--- src/hdl/dmx_pkg.sv ---
package dmx_pkg;

    localparam int SLOT_COUNT_DEFAULT = 512;
    localparam int CHANNELS_DEFAULT   = 3;

    localparam int CFG_INDEX_W = 2;
    localparam int CFG_DATA_W  = 10;

    localparam logic [CFG_INDEX_W-1:0] REG_DEV_ADDRESS   = 2'd0;
    localparam logic [CFG_INDEX_W-1:0] REG_BLINK_TICKS   = 2'd1;
    localparam logic [CFG_INDEX_W-1:0] REG_NO_DATA_TICKS = 2'd2;

    localparam logic [9:0] DEV_ADDRESS_RESET   = 10'd1;
    localparam logic [7:0] BLINK_TICKS_RESET   = 8'd250;
    localparam logic [9:0] NO_DATA_TICKS_RESET = 10'd1000;

    localparam logic [7:0] POLL_CODE = 8'hF0;

    typedef struct packed {
        logic       mode;
        logic [7:0] rx_byte;
        logic       frame_error;
    } in_word_t;

    typedef struct packed {
        logic [7:0] chan_a_duty;
        logic [7:0] chan_b_duty;
        logic [7:0] chan_c_duty;
        logic       link_led;
        logic       reply_led;
        logic       send_break;
    } out_word_t;

    typedef struct packed {
        logic                   we;
        logic [CFG_INDEX_W-1:0] index;
        logic [CFG_DATA_W-1:0]  data;
    } cfg_write_t;

    typedef struct packed {
        logic      valid;
        out_word_t word;
    } push_t;

endpackage

--- src/hdl/dmx_stream_if.sv ---
interface dmx_stream_if #(
    parameter type payload_t = logic [7:0]
);
    logic     valid;
    logic     ready;
    payload_t payload;

    modport source (output valid, output payload, input ready);
    modport sink (input valid, input payload, output ready);
endinterface

--- src/hdl/dmx_parser.sv ---
module dmx_parser
    import dmx_pkg::*;
#(
    parameter int SLOT_COUNT = SLOT_COUNT_DEFAULT,
    parameter int CHANNELS   = CHANNELS_DEFAULT
) (
    input  logic         clk,
    input  logic         rst_n,
    input  cfg_write_t   cfg,
    dmx_stream_if.sink   in_ch,
    input  logic         buf_full,
    output push_t        push
);

    localparam int CW = $clog2(CHANNELS + 1);

    localparam logic [1:0] PH_IDLE  = 2'd0;
    localparam logic [1:0] PH_START = 2'd1;
    localparam logic [1:0] PH_DATA  = 2'd2;
    localparam logic [1:0] PH_POLL  = 2'd3;

    logic [9:0]    dev_address_reg;
    logic [7:0]    blink_ticks_reg;
    logic [9:0]    no_data_ticks_reg;

    logic [1:0]    phase_reg, phase_next;
    logic [9:0]    slot_reg, slot_next;
    logic [CW-1:0] cap_reg, cap_next;
    logic [CW-1:0] cap_inc;
    logic [7:0]    chan_reg [CHANNELS];
    logic [7:0]    chan_next [CHANNELS];
    logic [7:0]    poll_reg, poll_next;
    logic [7:0]    pv_new;
    logic [7:0]    blink_reg, blink_next;
    logic [7:0]    reply_left_reg, reply_left_next;
    logic [9:0]    nodata_reg, nodata_next;
    logic          link_reg, link_next;
    logic          reply_on_reg, reply_on_next;
    logic          brk;
    logic          accept;
    logic [7:0]    shown [3];
    in_word_t      w;

    assign in_ch.ready = !buf_full;
    assign accept      = in_ch.valid && !buf_full;
    assign w           = in_ch.payload;
    assign cap_inc     = cap_reg + CW'(1);
    assign pv_new      = (slot_reg == dev_address_reg) ? w.rx_byte : poll_reg;

    // config registers
    always_ff @(posedge clk or negedge rst_n)
    begin
        if (!rst_n)
        begin
            dev_address_reg   <= DEV_ADDRESS_RESET;
            blink_ticks_reg   <= BLINK_TICKS_RESET;
            no_data_ticks_reg <= NO_DATA_TICKS_RESET;
        end
        else if (cfg.we)
        begin
            if (cfg.index == REG_DEV_ADDRESS)
                dev_address_reg <= cfg.data;
            if (cfg.index == REG_BLINK_TICKS)
                blink_ticks_reg <= cfg.data[7:0];
            if (cfg.index == REG_NO_DATA_TICKS)
                no_data_ticks_reg <= cfg.data;
        end
    end

    always_comb
    begin
        phase_next      = phase_reg;
        slot_next       = slot_reg;
        cap_next        = cap_reg;
        chan_next       = chan_reg;
        poll_next       = poll_reg;
        blink_next      = blink_reg;
        reply_left_next = reply_left_reg;
        nodata_next     = nodata_reg;
        link_next       = link_reg;
        reply_on_next   = reply_on_reg;
        brk             = 1'b0;
        if (accept)
        begin
            if (w.mode)
            begin
                // timers in fixed order: blink, reply, no-data
                if (blink_reg != 8'd0)
                begin
                    blink_next = blink_reg - 8'd1;
                    if (blink_reg == 8'd1)
                        link_next = 1'b1;
                end
                if (reply_left_reg != 8'd0)
                begin
                    reply_left_next = reply_left_reg - 8'd1;
                    if (reply_left_reg == 8'd1)
                        reply_on_next = 1'b0;
                end
                if (nodata_reg != 10'd0)
                begin
                    nodata_next = nodata_reg - 10'd1;
                    if (nodata_reg == 10'd1)
                        link_next = 1'b0;
                end
            end
            else if (w.frame_error)
            begin
                if (w.rx_byte == 8'd0)
                begin
                    phase_next = PH_START;
                    cap_next   = '0;
                end
            end
            else
            begin
                unique case (phase_reg)
                    PH_IDLE:
                    begin
                    end
                    PH_START:
                    begin
                        if (w.rx_byte == 8'd0)
                        begin
                            phase_next  = PH_DATA;
                            slot_next   = 10'd1;
                            cap_next    = '0;
                            nodata_next = no_data_ticks_reg;
                            if (blink_reg == 8'd0)
                                link_next = 1'b1;
                        end
                        else if (w.rx_byte == POLL_CODE)
                        begin
                            phase_next = PH_POLL;
                            slot_next  = 10'd1;
                            poll_next  = 8'd0;
                        end
                        else
                        begin
                            phase_next = PH_IDLE;
                            cap_next   = '0;
                        end
                    end
                    PH_DATA:
                    begin
                        if (cap_reg != '0 || slot_reg == dev_address_reg)
                        begin
                            for (int k = 0; k < CHANNELS; k++)
                            begin
                                if (cap_reg == CW'(k) && chan_reg[k] != w.rx_byte)
                                begin
                                    chan_next[k] = w.rx_byte;
                                    blink_next   = blink_ticks_reg;
                                    link_next    = 1'b0;
                                end
                            end
                            if (cap_inc >= CW'(CHANNELS))
                            begin
                                phase_next = PH_IDLE;
                                cap_next   = '0;
                            end
                            else
                            begin
                                cap_next = cap_inc;
                            end
                        end
                        else if (slot_reg >= 10'(SLOT_COUNT))
                        begin
                            phase_next = PH_IDLE;
                            cap_next   = '0;
                        end
                        else
                        begin
                            slot_next = slot_reg + 10'd1;
                        end
                    end
                    PH_POLL:
                    begin
                        poll_next = pv_new;
                        if (slot_reg >= 10'(SLOT_COUNT))
                        begin
                            phase_next = PH_IDLE;
                            cap_next   = '0;
                            if (pv_new != 8'd0)
                            begin
                                reply_left_next = blink_ticks_reg;
                                reply_on_next   = 1'b1;
                                brk             = 1'b1;
                            end
                        end
                        else
                        begin
                            slot_next = slot_reg + 10'd1;
                        end
                    end
                endcase
            end
        end
    end

    always_ff @(posedge clk or negedge rst_n)
    begin
        if (!rst_n)
        begin
            phase_reg      <= PH_IDLE;
            slot_reg       <= 10'd0;
            cap_reg        <= '0;
            poll_reg       <= 8'd0;
            blink_reg      <= 8'd0;
            reply_left_reg <= 8'd0;
            nodata_reg     <= 10'd0;
            link_reg       <= 1'b0;
            reply_on_reg   <= 1'b0;
            for (int k = 0; k < CHANNELS; k++)
                chan_reg[k] <= 8'd0;
        end
        else
        begin
            phase_reg      <= phase_next;
            slot_reg       <= slot_next;
            cap_reg        <= cap_next;
            poll_reg       <= poll_next;
            blink_reg      <= blink_next;
            reply_left_reg <= reply_left_next;
            nodata_reg     <= nodata_next;
            link_reg       <= link_next;
            reply_on_reg   <= reply_on_next;
            chan_reg       <= chan_next;
        end
    end

    // channels past the third are kept but not shown
    always_comb
    begin
        for (int j = 0; j < 3; j++)
            shown[j] = 8'd0;
        for (int k = 0; k < CHANNELS; k++)
            if (k < 3)
                shown[k] = chan_next[k];
    end

    always_comb
    begin
        push.valid            = accept;
        push.word.chan_a_duty = shown[0];
        push.word.chan_b_duty = shown[1];
        push.word.chan_c_duty = shown[2];
        push.word.link_led    = link_next;
        push.word.reply_led   = reply_on_next;
        push.word.send_break  = brk;
    end

endmodule

--- src/hdl/dmx_out_buf.sv ---
module dmx_out_buf
    import dmx_pkg::*;
(
    input  logic         clk,
    input  logic         rst_n,
    input  push_t        push,
    output logic         full,
    dmx_stream_if.source out_ch
);

    out_word_t  mem_reg [2];
    logic       wr_ptr_reg, rd_ptr_reg;
    logic [1:0] count_reg, count_next;
    logic       do_push, do_pop;

    assign full           = (count_reg == 2'd2);
    assign do_push        = push.valid && !full;
    assign do_pop         = out_ch.valid && out_ch.ready;
    assign out_ch.valid   = (count_reg != 2'd0);
    assign out_ch.payload = mem_reg[rd_ptr_reg];

    always_comb
    begin
        count_next = count_reg;
        if (do_push && !do_pop)
            count_next = count_reg + 2'd1;
        else if (!do_push && do_pop)
            count_next = count_reg - 2'd1;
    end

    always_ff @(posedge clk)
    begin
        if (do_push)
            mem_reg[wr_ptr_reg] <= push.word;
    end

    always_ff @(posedge clk or negedge rst_n)
    begin
        if (!rst_n)
        begin
            wr_ptr_reg <= 1'b0;
            rd_ptr_reg <= 1'b0;
            count_reg  <= 2'd0;
        end
        else
        begin
            if (do_push)
                wr_ptr_reg <= !wr_ptr_reg;
            if (do_pop)
                rd_ptr_reg <= !rd_ptr_reg;
            count_reg <= count_next;
        end
    end

endmodule

--- src/hdl/dmx512_slot_receiver_top.sv ---
// channel   dir  payload                                            handshake
// in_ch     in   mode, rx_byte, frame_error                         valid/ready
// out_ch    out  chan_a/b/c_duty, link_led, reply_led, send_break   valid/ready
// cfg       in   cfg_index, cfg_data                                cfg_we
//
// one word in, one word out; a word is taken every cycle while the
// two-entry output buffer has room, and its result is ready the next cycle
// all control state resets asynchronously on rst_n low; duties and leds
// reset to zero, registers to their defaults
// a stalled output holds up input only after two results are waiting
module dmx512_slot_receiver_top
    import dmx_pkg::*;
#(
    parameter int SLOT_COUNT = SLOT_COUNT_DEFAULT,
    parameter int CHANNELS   = CHANNELS_DEFAULT
) (
    input  logic                   clk,
    input  logic                   rst_n,
    input  logic                   cfg_we,
    input  logic [CFG_INDEX_W-1:0] cfg_index,
    input  logic [CFG_DATA_W-1:0]  cfg_data,
    dmx_stream_if.sink             in_ch,
    dmx_stream_if.source           out_ch
);

    cfg_write_t cfg;
    push_t      push;
    logic       buf_full;

    assign cfg.we    = cfg_we;
    assign cfg.index = cfg_index;
    assign cfg.data  = cfg_data;

    dmx_parser #(
        .SLOT_COUNT (SLOT_COUNT),
        .CHANNELS   (CHANNELS)
    ) u_parser (
        .clk      (clk),
        .rst_n    (rst_n),
        .cfg      (cfg),
        .in_ch    (in_ch),
        .buf_full (buf_full),
        .push     (push)
    );

    dmx_out_buf u_out_buf (
        .clk    (clk),
        .rst_n  (rst_n),
        .push   (push),
        .full   (buf_full),
        .out_ch (out_ch)
    );

    // a break reply always lights the reply led
    a_break_lights_led: assert property (@(posedge clk) disable iff (!rst_n)
        out_ch.valid |-> !(out_ch.payload.send_break && !out_ch.payload.reply_led))
        else $error("send_break without reply_led");

    // input stalls only while results wait
    a_stall_needs_backlog: assert property (@(posedge clk) disable iff (!rst_n)
        !in_ch.ready |-> out_ch.valid)
        else $error("input stalled with empty output");

    // an accepted word yields a result next cycle
    a_accept_gives_result: assert property (@(posedge clk) disable iff (!rst_n)
        (in_ch.valid && in_ch.ready) |=> out_ch.valid)
        else $error("accepted word produced no result");

endmodule

--- src/flat_wrapper.sv ---
// flat-port wrapper written by rule: the top's interface ports become plain ports
module dmx512_slot_receiver_top_flat import dmx_pkg::*;
#(
    parameter int SLOT_COUNT = SLOT_COUNT_DEFAULT,
    parameter int CHANNELS   = CHANNELS_DEFAULT
)
  (clk, rst_n, cfg_we, cfg_index, cfg_data, in_ch_valid, in_ch_payload, in_ch_ready, out_ch_valid, out_ch_payload, out_ch_ready);
  dmx_stream_if #(.payload_t(in_word_t)) in_ch_i ();
  dmx_stream_if #(.payload_t(out_word_t)) out_ch_i ();
  input  logic clk;
  input  logic rst_n;
  input  logic cfg_we;
  input  logic [CFG_INDEX_W-1:0] cfg_index;
  input  logic [CFG_DATA_W-1:0] cfg_data;
  input wire logic [$bits(in_ch_i.valid)-1:0] in_ch_valid;
  input wire logic [$bits(in_ch_i.payload)-1:0] in_ch_payload;
  output wire logic [$bits(in_ch_i.ready)-1:0] in_ch_ready;
  output wire logic [$bits(out_ch_i.valid)-1:0] out_ch_valid;
  output wire logic [$bits(out_ch_i.payload)-1:0] out_ch_payload;
  input wire logic [$bits(out_ch_i.ready)-1:0] out_ch_ready;
  assign in_ch_i.valid = in_ch_valid;
  assign in_ch_i.payload = in_ch_payload;
  assign in_ch_ready = in_ch_i.ready;
  assign out_ch_valid = out_ch_i.valid;
  assign out_ch_payload = out_ch_i.payload;
  assign out_ch_i.ready = out_ch_ready;
  dmx512_slot_receiver_top #(.SLOT_COUNT(SLOT_COUNT), .CHANNELS(CHANNELS)) u_core (.clk(clk), .rst_n(rst_n), .cfg_we(cfg_we), .cfg_index(cfg_index), .cfg_data(cfg_data), .in_ch(in_ch_i), .out_ch(out_ch_i));
endmodule
--- config.mk ---
export PLATFORM = sky130hd
export DESIGN_NAME = dmx512_slot_receiver_top_flat
export DESIGN_NICKNAME = d
export VERILOG_FILES = /design/src/hdl/dmx_pkg.sv /design/src/hdl/dmx_stream_if.sv /design/src/hdl/dmx_parser.sv /design/src/hdl/dmx_out_buf.sv /design/src/hdl/dmx512_slot_receiver_top.sv /design/src/flat_wrapper.sv
export SDC_FILE = /design/constraint.sdc
export NUM_CORES = 1
export LEC_CHECK = 0
export BUFFER_PORTS_ARGS = -buffer_cell sky130_fd_sc_hd__buf_2
export CORE_ASPECT_RATIO = 1.4
export CORE_MARGIN = 4
export CORE_UTILIZATION = 47
export CTS_CLUSTER_DIAMETER = 200
export DETAILED_ROUTE_END_ITERATION = 16
export PLACE_DENSITY = 0.67
export SYNTH_ARGS = -nofsm -noshare
export SYNTH_HDL_FRONTEND = slang
export SYNTH_SLANG_ARGS = --single-unit
--- constraint.sdc ---
create_clock -name clk -period 2.5 [get_ports clk]
set_clock_uncertainty 0.2 [all_clocks]
set_input_delay 0.375 -clock clk [delete_from_list [all_inputs] [get_ports clk]]
set_output_delay 0.375 -clock clk [all_outputs]
set_load 0.01 [all_outputs]
### Yosys cells after proc, flatten, opt, wreduce, memory -nomap -nowiden

Memories as Yosys holds them, arrays and structs flattened.
Cells that the tools add are included.

* memories kept: 1
* bits in registers: 106
* memory bits (writable): 54
* bits of input ports: 27
* output and inout bits: 29
* word-level logic and storage cells: 187

* $add $sub $neg: 7
* bitwise logic cells: 2
* eq/ne operators: 27
* $lt $le $gt $ge: 2
* multiplexer cells: 84
* reductions and logical operators: 46

Memory list
* u_core.u_out_buf.mem_reg: depth 2, width 27, rd ports 1, clocked after memory_dff 0, wr ports 1, line dmx_out_buf.sv:11 `out_word_t mem_reg [2];`

Operators with widths (number)
* 2-to-1 mux 8 bit: 20
* 2-to-1 mux 24 bit: 5
* 2-to-1 mux 10 bit: 9
* 2-to-1 mux 2 bit: 16
* one-hot mux 10 bit (3 select lines): 1
* 2-to-1 mux 1 bit: 29
* inequality test 8 bit: 3
* AND reduction 6 bit: 4
* nonzero test 8 bit: 3
* nonzero test 2 bit: 11
* equality test 8 x 1 -> 1 bit, second input constant: 2
* zero test 8 bit: 2
* one-hot mux 8 bit (2 select lines): 1
* subtractor 8 x 1 -> 8 bit, second input constant: 2
* AND reduction 5 bit: 3
* one-hot mux 2 bit (3 select lines): 2
* adder 10 x 1 -> 10 bit, second input constant: 1
* equality test 10 x 1 -> 1 bit, second input constant: 1
* equality test 10 bit: 1
* equality test 2 bit, second input constant: 5
* greater-or-equal comparator 10 bit, second input constant: 1
* inequality test 2 x 1 -> 1 bit, second input constant: 5
* nonzero test 10 bit: 1
* subtractor 10 x 1 -> 10 bit, second input constant: 1
* 17 further kinds: 39

### Depth between registers and ports, before layout

* depth after elaboration: 10
* gate-level depth with buffers: 9

### Cells and area by module

Synthesis repeated with hierarchy kept, for this count alone.

* cell total of the unflattened synthesis: 639
* area, all modules: 8110.3 µm²

Modules (own cells, without submodules)
* dmx_parser: sequential area each 2568.7 µm², times used 1, cells each 536, area an instance 5861.9 µm²
* dmx_out_buf: sequential area each 1721.7 µm², times used 1, cells each 103, area an instance 2248.4 µm²

### Least setup slack after synthesis

Ideal clock, no wire load.

* path kind: register -> register
* start point: register u_core.u_out_buf.count_reg[0]
* end point: memory u_core.u_out_buf.mem_reg[0][0] in the netlist's numbering (enable)
* path buffers: 0
* clock period less this slack: 2582 ps
* path slack: -82 ps
* arrival time: 1971 ps
* cell stages (with the launch flop): 4
* cell sequence: dfrtp_1 > nand2b_1 > nand2_1 > nor2_1

* longest elaborated chain between the ends: 6

Ends and longest elaborated chain
* from (decl): line dmx_out_buf.sv:13 `logic [1:0] count_reg, count_next;`
* from (signal assigned): line dmx_out_buf.sv:51 `count_reg <= count_next;`
* equality test 2 bit *: line dmx_out_buf.sv:16 `assign full = (count_reg == 2'd2);`
* zero test 1 bit *
* net in_ch_ready: line flat_wrapper.sv:17 `output wire logic [$bits(in_ch_i.ready)-1:0] in_ch_ready;`
* logical AND 1 bit: line dmx_parser.sv:45 `assign accept = in_ch.valid && !buf_full;`
* logical AND 1 bit *: line dmx_out_buf.sv:17 `assign do_push = push.valid && !full;`
* 2-to-1 mux 1 bit *: line dmx_out_buf.sv:33 `if (do_push)`
* 2-to-1 mux 1 bit (not written as such) *: line dmx_out_buf.sv:34 `mem_reg[wr_ptr_reg] <= push.word;`
* to (decl): line dmx_out_buf.sv:11

Mark *: on every way through the listed nets, which the timed path passes. The rest lies on a longest branch.

### Worst setup path after layout

* start point: register u_core.u_parser.phase_reg[0]
* end point: register u_core.u_parser.phase_reg[1]

* longest elaborated chain between the ends: 3
* elaborated cells on any way between the ends: 8
* those cells by class: 4 x eq/ne; 2 x mux; 2 x reduce/logical

Ends and longest elaborated chain
* from (decl): line dmx_parser.sv:26 `logic [1:0] phase_reg, phase_next;`
* from (signal assigned): line dmx_parser.sv:219 `phase_reg <= phase_next;`
* equality test 2 bit / equality test 2 x 1 -> 1 bit (equally long branches): line dmx_parser.sv:117 `unique case (phase_reg)`
* inequality test 4 bit (no source line), or another cell as far along
* AND reduction 5 bit (no source line) / 2-to-1 mux 2 bit (equally long branches)

Several ways; a longest one is shown, not always the timed one.
A chain may end at the register's enable or synchronous reset.

==> Implementation_results.wiki <==
{| class="wikitable"
! Metric !! Value
|-
| Time the worst path needs with I/O delays and setup || 2410 ps
|-
| Synthesized-area fraction occupied by and/or/nand/nor cells || 10.9%
|-
| Horizontal die dimension || 117 µm
|-
| Synthesized-area fraction occupied by ao, oa, aoi and oai cells || 10.9%
|-
| Drt via density || 5.84
|-
| Number of antenna diodes || 0
|-
| Clock-pin slew of the registers on the worst-case setup and hold paths || 60 ps
|-
| Required @ worst endpoint || 2650 ps
|-
| Summed area of non-filler cells in the final layout || 0.00926 mm²
|-
| Max-slew headroom at the worst pin || 58.7%
|-
| Main combinational cell family by area after synthesis || multiplexers
|-
| Residual DRC || 0
|-
| Vias in the first global route || 5660
|-
| Share of the clock period used by the worst path || 96.4%
|-
| Proportion of power drawn by combinational gates || 29.1%
|-
| Syn Inst Count || 626
|-
| Die ar. || 0.0187 mm²
|-
| Inserted Clock Buffers || 17
|-
| First-pass detailed-route iteration total || 5
|-
| Sequential power share || 42.7%
|-
| Maximum resistive drop on vdd || 0.000598 V
|-
| Final core utilization || 57.3%
|-
| Count of endpoints failing setup in the final report || 0
|-
| Most frequent standard cell in the layout excluding fill and tap cells || sky130_fd_sc_hd__dfrtp_1
|-
| Instance area at placement || 0.00860 mm²
|-
| Net switching component of the power || 2.91 mW
|-
| Power per unit of standard cell area || 957 mW/mm²
|-
| Count of unique library cells instantiated by Yosys || 73
|-
| Synthesized flop and latch total || 160
|-
| Std-Cell Core Area || 0.0162 mm²
|-
| Pre-CTS setup slack || -44.8 ps
|-
| Data arrival at the endpoint of the critical path || 2560 ps
|-
| Most frequent cells in the layout || 93 x sky130_fd_sc_hd__dfrtp_1, 81 x sky130_fd_sc_hd__mux2_2, 54 x sky130_fd_sc_hd__buf_2, 54 x sky130_fd_sc_hd__edfxtp_1, 50 x sky130_fd_sc_hd__buf_4
|-
| Final total power || 8.86 mW
|-
| Min setup slack post-route || 90.9 ps
|-
| Number of ports placed on the die boundary || 56
|-
| Die Y || 160 µm
|-
| Post-synth design cell area || 0.00777 mm²
|-
| Element type at the critical path end || register
|-
| Root cell of the clock tree || sky130_fd_sc_hd__clkbuf_16
|-
| Fraction of the yosys area taken by sequential cells || 55.2%
|-
| Leakage || 3.87 nW
|-
| Area Overhead vs Synth || 19.1%
|-
| Max capacitance violation total || 0
|-
| Largest driver fanout on the critical path || 5
|-
| Internal power summed over all cells || 5.95 mW
|-
| TritonCTS sink count || 160
|-
| Largest net degree at the start of global routing || 47
|-
| Transition at the pin with the smallest max-transition slack || 620 ps
|-
| Fraction of power spent switching nets || 32.8%
|-
| Ratio of cells with drive above 1 in the final layout || 35.7%
|-
| Total wire length || 18100 µm
|-
| Antenna violations before repair || 2
|-
| Minimum hold slack || 29.0 ps
|-
| Deepest level of the CTS H-tree || 4
|-
| Total congestion overflow after global routing || 0
|-
| Row cnt || 55
|-
| Max-slew violation total from the final report || 0
|-
| Starting utilization of the core area || 48.1%
|-
| Overall global routing resource usage || 20.3%
|-
| Drt first-iter violations || 380
|-
| Number of I/O port buffers || 55
|-
| Average cell area after synthesis || 12.4 µm²
|-
| Routed Antenna Nets || 0
|-
| Result of the run || completed
|-
| Worst min-delay path class || input pin to register
|-
| First-pass GRT wire length || 29300 µm
|-
| Clock buffer depth || 2
|-
| Global placement routability congestion || 0.878
|-
| CP startpoint kind || register
|-
| Top flip-flop cell by instance count after synthesis || sky130_fd_sc_hd__dfrtp_1
|-
| Synthesized net count || 667
|-
| Fraction of the mapped netlist area in adder cells || 2.25%
|-
| HPWL Detailed || 13000 µm
|-
| Relative contribution of the clock network to total power || 28.2%
|-
| Layout Nets || 773
|-
| Number of filler cells placed in the layout || 1286
|-
| YS warnings || 0
|-
| Critical path type || register to register
|-
| Achievable clock frequency || 0.415 GHz
|-
| Flip-flop count of the largest register after layout || 54
|-
| Clock insertion delay at the later pin of the skew report || 430 ps
|-
| Per-cell routed wire length || 19.1 µm
|-
| XOR/XNOR share of the synthesized area || 4.96%
|-
| Number of flops mapped to enable cells by yosys || 54
|-
| Hold violation count in the final report || 0
|-
| Setup repair after global routing missed its margin || true
|-
| Post-synth ARST share || 66.3%
|-
| Clock tree from TritonCTS || yes
|-
| Mux cell area share after synthesis || 12.8%
|-
| Total number of vias || 5514
|}
[layer usage]
layer / global-route usage [%] / up-vias / part of all wire (%)
li1: - / 2549 / -
met1: 24.1 / 2779 / 40
met2: 34.8 / 145 / 53
met3: 4.40 / 37 / 4.2
met4: 8.61 / 4 / 2.8
met5: 0 / - / 0.077
[worst paths after layout]
check | from | end | slack, ps | depth (start not counted)
hold reg to reg | u_core.u_out_buf.rd_ptr_reg | u_core.u_out_buf.rd_ptr_reg | 270 | 1
setup / recovery | u_core.u_parser.phase_reg[0] | u_core.u_parser.phase_reg[1] | 90 | 8
hold / removal | cfg_data[8] | u_core.u_parser.dev_address_reg[8] | 30 | 2
max in group asynchronous | rst_n | u_core.u_parser.chan_reg[16] | 1060 | 3
min in group asynchronous | rst_n | u_core.u_parser.dev_address_reg[4] | 300 | 2
setup reg to reg | u_core.u_parser.phase_reg[0] | u_core.u_parser.phase_reg[1] | 90 | 8
[layout make-up]
cell class              instances  area [µm²]  share of cell area [%]
multi-input cells             422        3320                    35.9
well taps                     199         249                    2.69
clock buffers                  18         439                    4.74
clock inverters                14         128                    1.38
repair buffers                111         757                    8.18
flip-flops and latches        160        4290                    46.3
inverters                      20        75.1                   0.811
[synthesized netlist by cell type, types with 4 or more instances]
master                     number  area share [%]
sky130_fd_sc_hd__buf_6          5            0.72
sky130_fd_sc_hd__dfstp_2       13             4.4
sky130_fd_sc_hd__a21o_1         5            0.48
sky130_fd_sc_hd__or4_1          5            0.48
sky130_fd_sc_hd__nand2_1       30             1.4
sky130_fd_sc_hd__mux2i_1        7            0.90
sky130_fd_sc_hd__o21ai_0       22             1.4
sky130_fd_sc_hd__nor4_1         5            0.40
sky130_fd_sc_hd__mux2_2        81              12
sky130_fd_sc_hd__a22oi_1        7            0.68
sky130_fd_sc_hd__a31oi_1        8            0.64
sky130_fd_sc_hd__nor3_1        15            0.97
sky130_fd_sc_hd__o21ai_1        4            0.26
sky130_fd_sc_hd__and3_1         6            0.48
sky130_fd_sc_hd__or3_1          5            0.40
sky130_fd_sc_hd__o221a_2        4            0.58
sky130_fd_sc_hd__dfrtp_1       93              30
sky130_fd_sc_hd__xor2_1         5            0.56
sky130_fd_sc_hd__a211oi_1       5            0.48
sky130_fd_sc_hd__a21oi_1       24             1.5
sky130_fd_sc_hd__inv_1         19            0.92
sky130_fd_sc_hd__o31ai_1        4            0.39
sky130_fd_sc_hd__nand3_1       12            0.77
sky130_fd_sc_hd__nor2_1        32             1.5
sky130_fd_sc_hd__a22o_1         9             1.0
sky130_fd_sc_hd__xnor2_1       39             4.4
sky130_fd_sc_hd__nor3b_1        6            0.58
sky130_fd_sc_hd__clkbuf_1       8            0.39
sky130_fd_sc_hd__edfxtp_1      54              21
sky130_fd_sc_hd__nand4_1       11            0.89
sky130_fd_sc_hd__ha_1          14             2.3
sky130_fd_sc_hd__buf_4          5            0.48
[logic make-up (layout without fill, tap and decap cells)]
kind of cell | Yosys count | count (layout)
flip-flops | 160 | 160
AND/OR/NAND/NOR | 155 | 155
AO/OA/AOI/OAI | 120 | 120
multiplexers | 89 | 89
XOR/XNOR | 44 | 44
buffers and inverters | 44 | 163
adder cells (fa/ha/maj) | 14 | 14
[power by group through the flow]
| stage | clock network, mW | logic [mW] | registers, mW |
|---|---|---|---|
| 2_1_floorplan | 0 | 1.72 | 3.69 |
| 3_3_place_gp | 0 | 2.49 | 3.78 |
| 3_5_place_dp | 0 | 2.56 | 3.81 |
| 4_1_cts | 2.55 | 2.58 | 3.76 |
| 5_1_grt | 2.66 | 2.86 | 3.84 |
| 6_report | 2.50 | 2.58 | 3.78 |
[repair_timing]
item                       CTS  global route
setup endpoints to repair   49            70
pin swaps                    0             3
hold buffers                 2             0
setup buffers                0             1
hold endpoints to repair    35             0
resized for setup            3             9
[worst max-delay path, cell delays in order, from the launching register on]
cell and delay (ps):
sky130_fd_sc_hd__dfrtp_1 420, sky130_fd_sc_hd__inv_1 140, sky130_fd_sc_hd__ha_4 180, sky130_fd_sc_hd__or2_2 170
sky130_fd_sc_hd__nor3_1 60, sky130_fd_sc_hd__a2111o_1 450, sky130_fd_sc_hd__or4_1 490, sky130_fd_sc_hd__o31a_1 130
sky130_fd_sc_hd__o21ai_2 100
[through the flow]
step / cells / setup TNS [ps]
floorplan: 626 / 0
global placement: 909 / 0
detailed placement: 909 / -1180
CTS: 943 / 0
global route: 944 / -0.131
finish: 944 / 0
Note: power is estimated with default switching activity, not from simulation.
